$ cat src/rtl/core/atrlc_pkg.sv
// Shared constants, codes, types and match patterns for the AT response
// line classifier. No dependencies; every other file imports this package.
`default_nettype none

package atrlc_pkg;

   // Line store geometry.
   localparam int BUF_DEPTH = 256;
   localparam int ADDR_W    = $clog2(BUF_DEPTH);
   localparam int FILL_W    = ADDR_W + 1;
   localparam int CMP_W     = (FILL_W > 8) ? FILL_W : 8;

   // Field widths of the beats.
   localparam int FUNC_W = 2;
   localparam int BYTE_W = 8;
   localparam int IDX_W  = 8;
   localparam int CODE_W = 3;
   localparam int LEN_W  = 9;

   // Item functions.
   localparam logic [FUNC_W-1:0] FUNC_BYTE    = 2'd0;
   localparam logic [FUNC_W-1:0] FUNC_SILENCE = 2'd1;
   localparam logic [FUNC_W-1:0] FUNC_READ    = 2'd2;

   // Result codes; the pattern codes equal the pattern numbers.
   localparam logic [CODE_W-1:0] CODE_OK       = 3'd0;
   localparam logic [CODE_W-1:0] CODE_ERROR    = 3'd1;
   localparam logic [CODE_W-1:0] CODE_RING     = 3'd2;
   localparam logic [CODE_W-1:0] CODE_READY    = 3'd3;
   localparam logic [CODE_W-1:0] CODE_HWFAIL   = 3'd4;
   localparam logic [CODE_W-1:0] CODE_NORESP   = 3'd5;
   localparam logic [CODE_W-1:0] CODE_OVERFLOW = 3'd6;
   localparam logic [CODE_W-1:0] CODE_READ     = 3'd7;

   localparam logic [BYTE_W-1:0] CHAR_CR = 8'd13;
   localparam logic [BYTE_W-1:0] CHAR_LF = 8'd10;

   // Final result lines, padded to sixteen bytes.
   localparam int NPAT    = 5;
   localparam int PAT_MAX = 16;
   localparam logic [NPAT-1:0] ALL_ALIVE = '1;

   localparam logic [4:0] PAT_LEN [NPAT] = '{5'd4, 5'd7, 5'd9, 5'd7, 5'd16};

   localparam logic [7:0] PAT_TEXT [NPAT][PAT_MAX] = '{
      '{"O", "K", 8'd13, 8'd10, 8'd0, 8'd0, 8'd0, 8'd0,
        8'd0, 8'd0, 8'd0, 8'd0, 8'd0, 8'd0, 8'd0, 8'd0},
      '{"E", "R", "R", "O", "R", 8'd13, 8'd10, 8'd0,
        8'd0, 8'd0, 8'd0, 8'd0, 8'd0, 8'd0, 8'd0, 8'd0},
      '{"S", "B", "D", "R", "I", "N", "G", 8'd13,
        8'd10, 8'd0, 8'd0, 8'd0, 8'd0, 8'd0, 8'd0, 8'd0},
      '{"R", "E", "A", "D", "Y", 8'd13, 8'd10, 8'd0,
        8'd0, 8'd0, 8'd0, 8'd0, 8'd0, 8'd0, 8'd0, 8'd0},
      '{"H", "A", "R", "D", "W", "A", "R", "E",
        " ", "F", "A", "I", "L", "U", "R", "E"}
   };

   // Per-beat command from the line tracker to the datapath.
   typedef struct packed {
      logic              emit;
      logic [CODE_W-1:0] code;
      logic [LEN_W-1:0]  len;
      logic              wr_en;
      logic [ADDR_W-1:0] wr_addr;
      logic [BYTE_W-1:0] wr_data;
      logic              rd_en;
      logic [ADDR_W-1:0] rd_addr;
      logic              rd_hit;
   } cmd_type;

endpackage

`default_nettype wire

$ cat src/rtl/core/atrlc_ifs.sv
// Valid/ready channel interfaces for request and response beats.
// Depends on atrlc_pkg for field widths.
`default_nettype none

interface atrlc_req_if;
   import atrlc_pkg::*;
   logic              valid;
   logic              ready;
   logic [FUNC_W-1:0] func;
   logic [BYTE_W-1:0] rx_byte;
   logic [IDX_W-1:0]  read_index;
   modport source (output valid, func, rx_byte, read_index, input ready);
   modport sink (input valid, func, rx_byte, read_index, output ready);
endinterface

interface atrlc_rsp_if;
   import atrlc_pkg::*;
   logic              valid;
   logic              ready;
   logic [CODE_W-1:0] result_code;
   logic [LEN_W-1:0]  info_length;
   logic [BYTE_W-1:0] data_byte;
   modport source (output valid, result_code, info_length, data_byte, input ready);
   modport sink (input valid, result_code, info_length, data_byte, output ready);
endinterface

`default_nettype wire

$ cat src/rtl/core/at_response_line_classifier.sv
// AT response line classifier. Depends on atrlc_pkg, atrlc_ifs,
// atrlc_tracker and atrlc_line_store.
//
// Takes one request beat per clock, unless the result stage and output
// register are both full, and gives at most one response beat for it
// through them. All line state sits in flops updated at acceptance, so the
// next byte sees it at once; the store's registered read port feeds a read
// beat's data to the output register. These registers decouple the sides,
// so requests keep flowing while a response waits. Reads at or past the
// fill position return zero. No clearing pass is needed.
`default_nettype none

module at_response_line_classifier (
   input  wire         clock,
   input  wire         reset,
   atrlc_req_if.sink   req,
   atrlc_rsp_if.source rsp
);
   import atrlc_pkg::*;

   cmd_type           cmd;
   logic [BYTE_W-1:0] rd_data;
   logic              accept;
   logic              advance;

   logic              s1_valid_ff, s1_valid_in;
   logic [CODE_W-1:0] s1_code_ff, s1_code_in;
   logic [LEN_W-1:0]  s1_len_ff, s1_len_in;
   logic              s1_hit_ff, s1_hit_in;

   logic              out_valid_ff, out_valid_in;
   logic [CODE_W-1:0] out_code_ff, out_code_in;
   logic [LEN_W-1:0]  out_len_ff, out_len_in;
   logic [BYTE_W-1:0] out_data_ff, out_data_in;

   assign advance   = !out_valid_ff || rsp.ready;
   assign req.ready = !s1_valid_ff || advance;
   assign accept    = req.valid && req.ready;

   atrlc_tracker u_tracker (
      .clock      (clock),
      .reset      (reset),
      .accept     (accept),
      .func       (req.func),
      .rx_byte    (req.rx_byte),
      .read_index (req.read_index),
      .cmd        (cmd)
   );

   atrlc_line_store u_store (
      .clock   (clock),
      .wr_en   (cmd.wr_en),
      .wr_addr (cmd.wr_addr),
      .wr_data (cmd.wr_data),
      .rd_en   (cmd.rd_en),
      .rd_addr (cmd.rd_addr),
      .rd_data (rd_data)
   );

   always_comb begin
      s1_valid_in = s1_valid_ff;
      s1_code_in  = s1_code_ff;
      s1_len_in   = s1_len_ff;
      s1_hit_in   = s1_hit_ff;
      if (accept) begin
         s1_valid_in = cmd.emit;
         s1_code_in  = cmd.code;
         s1_len_in   = cmd.len;
         s1_hit_in   = cmd.rd_en && cmd.rd_hit;
      end else if (advance) begin
         s1_valid_in = 1'b0;
      end

      out_valid_in = out_valid_ff;
      out_code_in  = out_code_ff;
      out_len_in   = out_len_ff;
      out_data_in  = out_data_ff;
      if (advance) begin
         out_valid_in = s1_valid_ff;
         out_code_in  = s1_code_ff;
         out_len_in   = s1_len_ff;
         // The read data is held by the store until the next read beat.
         out_data_in  = s1_hit_ff ? rd_data : '0;
      end
   end

   always_ff @(posedge clock) begin
      if (reset) begin
         s1_valid_ff  <= 1'b0;
         out_valid_ff <= 1'b0;
      end else begin
         s1_valid_ff  <= s1_valid_in;
         out_valid_ff <= out_valid_in;
      end
      s1_code_ff  <= s1_code_in;
      s1_len_ff   <= s1_len_in;
      s1_hit_ff   <= s1_hit_in;
      out_code_ff <= out_code_in;
      out_len_ff  <= out_len_in;
      out_data_ff <= out_data_in;
   end

   assign rsp.valid       = out_valid_ff;
   assign rsp.result_code = out_code_ff;
   assign rsp.info_length = out_len_ff;
   assign rsp.data_byte   = out_data_ff;

   a_read_len_zero: assert property (@(posedge clock) disable iff (reset)
      rsp.valid && rsp.result_code == CODE_READ |-> rsp.info_length == '0)
      else $error("read beat carries a nonzero information length");

   a_data_only_on_read: assert property (@(posedge clock) disable iff (reset)
      rsp.valid && rsp.result_code != CODE_READ |-> rsp.data_byte == '0)
      else $error("non-read beat carries data");

   a_silence_emits: assert property (@(posedge clock) disable iff (reset)
      accept && req.func == FUNC_SILENCE |=> s1_valid_ff)
      else $error("silence beat produced no result");

   a_ready_only_stalled: assert property (@(posedge clock) disable iff (reset)
      !req.ready |-> (rsp.valid && !rsp.ready && s1_valid_ff))
      else $error("request side blocked without a stalled response");

endmodule

`default_nettype wire

$ cat src/rtl/core/atrlc_line_store.sv
// Line store: one write port and one read port, read data registered.
// Depends on atrlc_pkg for depth and widths.
`default_nettype none

module atrlc_line_store (
   input  wire                          clock,
   input  wire                          wr_en,
   input  wire [atrlc_pkg::ADDR_W-1:0]  wr_addr,
   input  wire [atrlc_pkg::BYTE_W-1:0]  wr_data,
   input  wire                          rd_en,
   input  wire [atrlc_pkg::ADDR_W-1:0]  rd_addr,
   output logic [atrlc_pkg::BYTE_W-1:0] rd_data
);
   import atrlc_pkg::*;

   logic [BYTE_W-1:0] mem [BUF_DEPTH];
   logic [BYTE_W-1:0] rd_data_ff;

   always_ff @(posedge clock) begin
      if (wr_en) begin
         mem[wr_addr] <= wr_data;
      end
      if (rd_en) begin
         rd_data_ff <= mem[rd_addr];
      end
   end

   assign rd_data = rd_data_ff;

endmodule

`default_nettype wire

$ cat src/rtl/core/atrlc_tracker.sv
// Line tracker: fill position, line start, information count and the
// incremental pattern match. Decodes each accepted beat into a cmd_type.
// Depends on atrlc_pkg.
`default_nettype none

module atrlc_tracker (
   input  wire                         clock,
   input  wire                         reset,
   input  wire                         accept,
   input  wire [atrlc_pkg::FUNC_W-1:0] func,
   input  wire [atrlc_pkg::BYTE_W-1:0] rx_byte,
   input  wire [atrlc_pkg::IDX_W-1:0]  read_index,
   output atrlc_pkg::cmd_type          cmd
);
   import atrlc_pkg::*;

   logic [FILL_W-1:0] fill_ff, fill_in;
   logic [FILL_W-1:0] start_ff, start_in;
   logic [FILL_W-1:0] info_ff, info_in;
   logic              cr_ff, cr_in;
   logic [NPAT-1:0]   alive_ff, alive_in;

   logic [FILL_W-1:0] offset;
   logic [FILL_W-1:0] fill_inc;
   logic [FILL_W-1:0] line_len;
   logic [NPAT-1:0]   alive_upd;
   logic [NPAT-1:0]   final_hit;
   logic              found;
   logic [CODE_W-1:0] found_code;

   assign offset   = fill_ff - start_ff;
   assign fill_inc = fill_ff + 1'b1;
   assign line_len = fill_inc - start_ff;

   // Each pattern survives while every byte of the line so far agrees with it.
   always_comb begin
      for (int p = 0; p < NPAT; p++) begin
         alive_upd[p] = alive_ff[p];
         if (offset < FILL_W'(PAT_LEN[p])
             && PAT_TEXT[p][offset[3:0]] != rx_byte) begin
            alive_upd[p] = 1'b0;
         end
         final_hit[p] = alive_upd[p] && (line_len >= FILL_W'(PAT_LEN[p]));
      end
   end

   // Lowest matching pattern wins.
   always_comb begin
      found      = 1'b0;
      found_code = CODE_OK;
      for (int p = NPAT - 1; p >= 0; p--) begin
         if (final_hit[p]) begin
            found      = 1'b1;
            found_code = CODE_W'(p);
         end
      end
   end

   always_comb begin
      fill_in  = fill_ff;
      start_in = start_ff;
      info_in  = info_ff;
      cr_in    = cr_ff;
      alive_in = alive_ff;

      cmd         = '0;
      cmd.wr_addr = fill_ff[ADDR_W-1:0];
      cmd.wr_data = rx_byte;
      cmd.rd_addr = ADDR_W'(read_index);
      cmd.rd_hit  = CMP_W'(read_index) < CMP_W'(fill_ff);

      unique case (func)
         FUNC_SILENCE: begin
            cmd.emit = 1'b1;
            cmd.code = CODE_NORESP;
            cmd.len  = LEN_W'(info_ff);
            fill_in  = '0;
            start_in = '0;
            info_in  = '0;
            cr_in    = 1'b0;
            alive_in = ALL_ALIVE;
         end
         FUNC_READ: begin
            cmd.emit  = 1'b1;
            cmd.code  = CODE_READ;
            cmd.rd_en = 1'b1;
         end
         FUNC_BYTE: begin
            if (fill_ff == '0 && (rx_byte == CHAR_CR || rx_byte == CHAR_LF)) begin
               // Delimiters ahead of any stored byte are dropped.
            end else if (fill_ff == FILL_W'(BUF_DEPTH)) begin
               cmd.emit = 1'b1;
               cmd.code = CODE_OVERFLOW;
               cmd.len  = LEN_W'(info_ff);
               fill_in  = '0;
               start_in = '0;
               info_in  = '0;
               cr_in    = 1'b0;
               alive_in = ALL_ALIVE;
            end else begin
               cmd.wr_en = 1'b1;
               fill_in   = fill_inc;
               cr_in     = (rx_byte == CHAR_CR);
               alive_in  = alive_upd;
               if (rx_byte == CHAR_LF && cr_ff) begin
                  start_in = fill_inc;
                  alive_in = ALL_ALIVE;
                  if (line_len != FILL_W'(2)) begin
                     if (found) begin
                        cmd.emit = 1'b1;
                        cmd.code = found_code;
                        cmd.len  = LEN_W'(info_ff);
                        fill_in  = '0;
                        start_in = '0;
                        info_in  = '0;
                        cr_in    = 1'b0;
                     end else begin
                        info_in = fill_inc;
                     end
                  end
               end
            end
         end
         default: begin
         end
      endcase

      if (!accept) begin
         cmd.emit  = 1'b0;
         cmd.wr_en = 1'b0;
         cmd.rd_en = 1'b0;
      end
   end

   always_ff @(posedge clock) begin
      if (reset) begin
         fill_ff  <= '0;
         start_ff <= '0;
         info_ff  <= '0;
         cr_ff    <= 1'b0;
         alive_ff <= ALL_ALIVE;
      end else if (accept) begin
         fill_ff  <= fill_in;
         start_ff <= start_in;
         info_ff  <= info_in;
         cr_ff    <= cr_in;
         alive_ff <= alive_in;
      end
   end

endmodule

`default_nettype wire

$ cat src/flat_wrapper.sv
// flat-port wrapper written by rule: the top's interface ports become plain ports
module at_response_line_classifier_flat import atrlc_pkg::*;
  (clock, reset, req_valid, req_func, req_rx_byte, req_read_index, req_ready, rsp_valid, rsp_result_code, rsp_info_length, rsp_data_byte, rsp_ready);
  atrlc_req_if req_i ();
  atrlc_rsp_if rsp_i ();
  input  wire clock;
  input  wire reset;
  input wire logic [$bits(req_i.valid)-1:0] req_valid;
  input wire logic [$bits(req_i.func)-1:0] req_func;
  input wire logic [$bits(req_i.rx_byte)-1:0] req_rx_byte;
  input wire logic [$bits(req_i.read_index)-1:0] req_read_index;
  output wire logic [$bits(req_i.ready)-1:0] req_ready;
  output wire logic [$bits(rsp_i.valid)-1:0] rsp_valid;
  output wire logic [$bits(rsp_i.result_code)-1:0] rsp_result_code;
  output wire logic [$bits(rsp_i.info_length)-1:0] rsp_info_length;
  output wire logic [$bits(rsp_i.data_byte)-1:0] rsp_data_byte;
  input wire logic [$bits(rsp_i.ready)-1:0] rsp_ready;
  assign req_i.valid = req_valid;
  assign req_i.func = req_func;
  assign req_i.rx_byte = req_rx_byte;
  assign req_i.read_index = req_read_index;
  assign req_ready = req_i.ready;
  assign rsp_valid = rsp_i.valid;
  assign rsp_result_code = rsp_i.result_code;
  assign rsp_info_length = rsp_i.info_length;
  assign rsp_data_byte = rsp_i.data_byte;
  assign rsp_i.ready = rsp_ready;
  at_response_line_classifier u_core (.clock(clock), .reset(reset), .req(req_i), .rsp(rsp_i));
endmodule
$ cat config.mk
export PLATFORM = sky130hd
export DESIGN_NAME = at_response_line_classifier_flat
export DESIGN_NICKNAME = d
export VERILOG_FILES = /design/src/rtl/core/atrlc_pkg.sv /design/src/rtl/core/atrlc_ifs.sv /design/src/rtl/core/at_response_line_classifier.sv /design/src/rtl/core/atrlc_line_store.sv /design/src/rtl/core/atrlc_tracker.sv /design/src/flat_wrapper.sv
export SDC_FILE = /design/constraint.sdc
export NUM_CORES = 2
export LEC_CHECK = 0
export BUFFER_PORTS_ARGS = -buffer_cell sky130_fd_sc_hd__buf_2
export CAP_MARGIN = 20
export CORE_ASPECT_RATIO = 2
export CORE_MARGIN = 3
export CORE_UTILIZATION = 66
export DETAILED_ROUTE_END_ITERATION = 10
export HOLD_SLACK_MARGIN = 0.06
export PLACE_DENSITY = 0.78
export REMOVE_ABC_BUFFERS = 1
export SLEW_MARGIN = 20
export SYNTH_ARGS = -nofsm -noshare
export SYNTH_HDL_FRONTEND = slang
export SYNTH_SLANG_ARGS = --single-unit
export TNS_END_PERCENT = 1
$ cat constraint.sdc
create_clock -name clock -period 10.92 [get_ports clock]
set_input_delay 0 -clock clock [delete_from_list [all_inputs] [get_ports clock]]
set_output_delay 0 -clock clock [all_outputs]
set_load 0.01 [all_outputs]
==> run_results.csv <==
group,metric,value,unit
synthesis,async_flop_share,0,
setup_path,crit_chain,"inv_1, ha_1, nand2_1, buf_4, nor2_1, and2_1, nand2b_1, nor2_1, nand2_1, nor3_1, nand3_1, nor2_1",
synthesis,synth.distinct_cells,75,
detailed_routing,drc,0,
clocking,cts.sinks,2124,
synthesis,synth_area,0.08398,mm²
synthesis,synth_simple_gate_area_share,0.02701,
setup_path,cp_max_fo,16,
synthesis,yosysTopAreaCellShare,0.7469,
setup_path,crit_buf_inv,2,
setup_path,reg2reg_slack,5.04,ns
setup_path,crit_start,"u_core.u_tracker.fill_ff[0]",
detailed_routing,final_antenna_net_count,0,
clocking,numCtsBuffers,168,
timing,skew,0.03002,ns
detailed_routing,finalWirelength,225.6,mm
clocking,cts_tree,"done",
timing,slew_viol_final,0,
global_route,grt_pass1_wl,322.2,mm
pwr,irDropWorstVdd,0.1561,mV
flow_run,drv_cap,0,
synthesis,synth-edff-count,2089,
synthesis,synth.ff_latch_count,2124,
synthesis,synth_area_leader_cell,"edfxtp_1",
place,dp_hpwl,132.5,mm
timing,whs,0.1794,ns
synthesis,ys.flop_type,"edfxtp_1",
pwr,power_density,174.3,mW/mm²
global_route,grt_use_total,0.3536,
synthesis,ys_seq_area_frac,0.7553,
synthesis,syn_area_per_cell,22.11,µm²
detailed_routing,vias,41639,
setup_path,critPathLaunchType,"flip-flop",
detailed_routing,viasPerCell,7.309,
detailed_routing,initialDrtViolationCount,5422,
setup_path,crit_family,"simple AND/OR/NAND/NOR gates",
clocking,htreeDepth,4,
global_route,grt_pass1_vias,42938,
synthesis,yosysWarnings,0,
setup_path,worstPathRequired,11.33,ns
synthesis,synth_compound_area_frac,0.01405,
clocking,clk_path_buf_depth,3,
global_route,gr-total-overflow,0,
die,start_util,0.6669,
pwr,p_leak,28.15,nW
synthesis,synthMuxAreaShare,0.1841,
synthesis,synth_area_leaders,"edfxtp_1 75%, mux4_2 18%, nor2_1 1.3%",
setup_path,timing.rr.start,"u_core.u_tracker.fill_ff[0]",
global_route,grt_max_degree,187,
hold_path,hold_path.class,"in -> reg",
finish,layout-drive-gt1-share,0.2618,
synthesis,syn_inst,3798,
timing,period_needed,5.879,ns
timing,setup_tns,0,ns
timing,setup_viol,0,
synthesis,synth_xor_area_frac,0.003233,
setup_path,cp.arrival,6.29,ns
clocking,clk_pin_slew_worst_paths,0.07,ns
global_route,antenna_found_initial,12,
die,dieArea,0.1318,mm²
timing,worst_pin_slew,1.184,ns
die,coreArea,0.1259,mm²
timing,max_slew_margin,0.2083,
timing,rsz0062_at_grt,"no",
timing,hold_violations,0,
place,portBuffers,43,
synthesis,synth_top_family_by_area,"multiplexers",
finish,synthToLayoutAreaGrowth,9.450,%
die,dieWidth,258.2,µm
setup_path,cpMostUsedCell,"nor2_1",
setup_path,path_class,"reg -> reg",
timing,maxClockFrequency,170.1,MHz
setup_path,cp_slowest_stage_delay,0.90,ns
place,gp_congestion,0.9344,
clocking,clk_latency,0.81,ns
timing,min_period_over_period,0.5383,
setup_path,critical-path-slowest-cell,"nor2_1",
outcome,status,"completed",
die,ioPinCount,44,
die,num_rows,184,
finish,finalNetCount,3941,
finish,final_common_cell,"edfxtp_1",
synthesis,synth_fa_ha_area_frac,0.005542,
setup_path,critPathCaptureType,"flip-flop",
finish,final_cell_mix,"2,089 x edfxtp_1, 680 x mux4_2, 301 x nor2_1",
clocking,cts_root_buf,"clkbuf_16",
detailed_routing,dr.pass1.iters,7,
detailed_routing,wl_per_cell,39.61,µm
clocking,cts_setup_buffers,0,
die,die_h,510.5,µm
hold_path,min_from,"req_rx_byte[7]",
==> final timing paths <==
kind	endpoint	depth (start not counted)
max	u_core.u_store.mem[191][7]	12
max reg2reg	u_core.u_store.mem[191][7]	12
min	u_core.u_store.mem[252][7]	2
min reg2reg	u_core.rsp.result_code[2]	0
==> sequential cells by signal (all words and copies together) (netlist names) <==
signal                     count
u_core.u_tracker.alive_ff      5
u_core.u_tracker.fill_ff       9
u_core.s1_valid_ff             1
u_core.u_store.rd_data         8
u_core.s1_len_ff               9
u_core.rsp.data_byte           8
u_core.rsp.valid               1
u_core.s1_hit_ff               1
u_core.rsp.result_code         3
u_core.u_tracker.start_ff      9
u_core.u_tracker.info_ff       9
u_core.rsp.info_length         9
u_core.u_tracker.cr_ff         1
u_core.s1_code_ff              3
u_core.u_store.mem          2048
==> report_power, final <==
part	leakage [nW]	switching (mW)	internal, mW
logic	6.37	0.513	0.322
clock network	2.67	2.87	3.36
registers	19.1	0.00653	8.95
==> metrics by stage <==
| step | cells | total power [mW] | cell area (µm²) | utilization | worst slack, ns |
|---|---|---|---|---|---|
| 5_1_grt | 5691 | 16.35 | 91910 | 0.7298 | 4.703 |
| 4_1_cts | 5688 | 16.06 | 91880 | 0.7296 | 5.165 |
| 6_report | 5697 | 16.02 | 91920 | 0.7299 | 5.041 |
| 3_5_place_dp | 5363 | 9.946 | 86140 | 0.6840 | 5.246 |
| 2_1_floorplan | 3593 | 9.479 | 83210 | - | 6.542 |
| 3_3_place_gp | 5363 | 9.932 | 86140 | 0.6840 | 5.434 |
==> final cells by class <==
cell class                 instances  area (µm²)
multi-input combinational       1434       19670
sequential                      2124       63430
timing repair buffer             120        1061
antenna                            8       20.02
tap                             1674        2095
clock buffer                     206        4579
inverter                          35       131.4
fill                            6607       34010
clock inverter                    96       934.6
==> metal layers <==
metal	share of wire	global-route usage
met1	0.30	0.3953
met2	0.53	0.6068
met3	0.079	0.06614
met4	0.096	0.2657
met5	0.00017	0
==> kinds of logic (layout without fill, tap and decap cells) <==
logic type / Yosys count / count (layout)
DFF: 2124 / 2124
muxes: 694 / 694
and+or+nand+nor: 506 / 506
buffers and inverters: 240 / 457
AOI/OAI and AO/OA: 167 / 167
adders and majority gates: 36 / 36
xor gates and xnor gates: 31 / 31
other: 0 / 8
==> cells in the mapped netlist (3+ instances only) <==
cell and instances:
edfxtp_1 2089, mux4_2 680, nor2_1 302, clkbuf_1 137, nand2_1 68, buf_1 61
dfxtp_1 35, ha_1 34, inv_1 33, a21oi_1 27, nor2b_1 25, xnor2_1 24
a22o_1 23, o21ai_0 23, o21ai_1 18, nand3_1 17, nor3_1 17, nand4_1 16
mux2i_1 11, or2_2 11, a21o_1 10, and2_1 10, nand2b_1 10, buf_2 7
xor2_1 7, nor3b_1 6, o21a_1 6, a211oi_1 4, a221oi_1 4, a31oi_1 4
nor4_1 4, o31ai_1 4, or3_1 4, a41oi_1 3, mux2_2 3, o211ai_1 3
o32ai_1 3
==> timing repair <==
item / 4_1_cts / 5_1_grt
resized for setup: 0 / 0
hold buffers: 23 / 0
endpoints found under the hold margin: 563 / 0
setup endpoints to repair: 0 / 0
No activity file was read; power rests on OpenSTA's default activity.
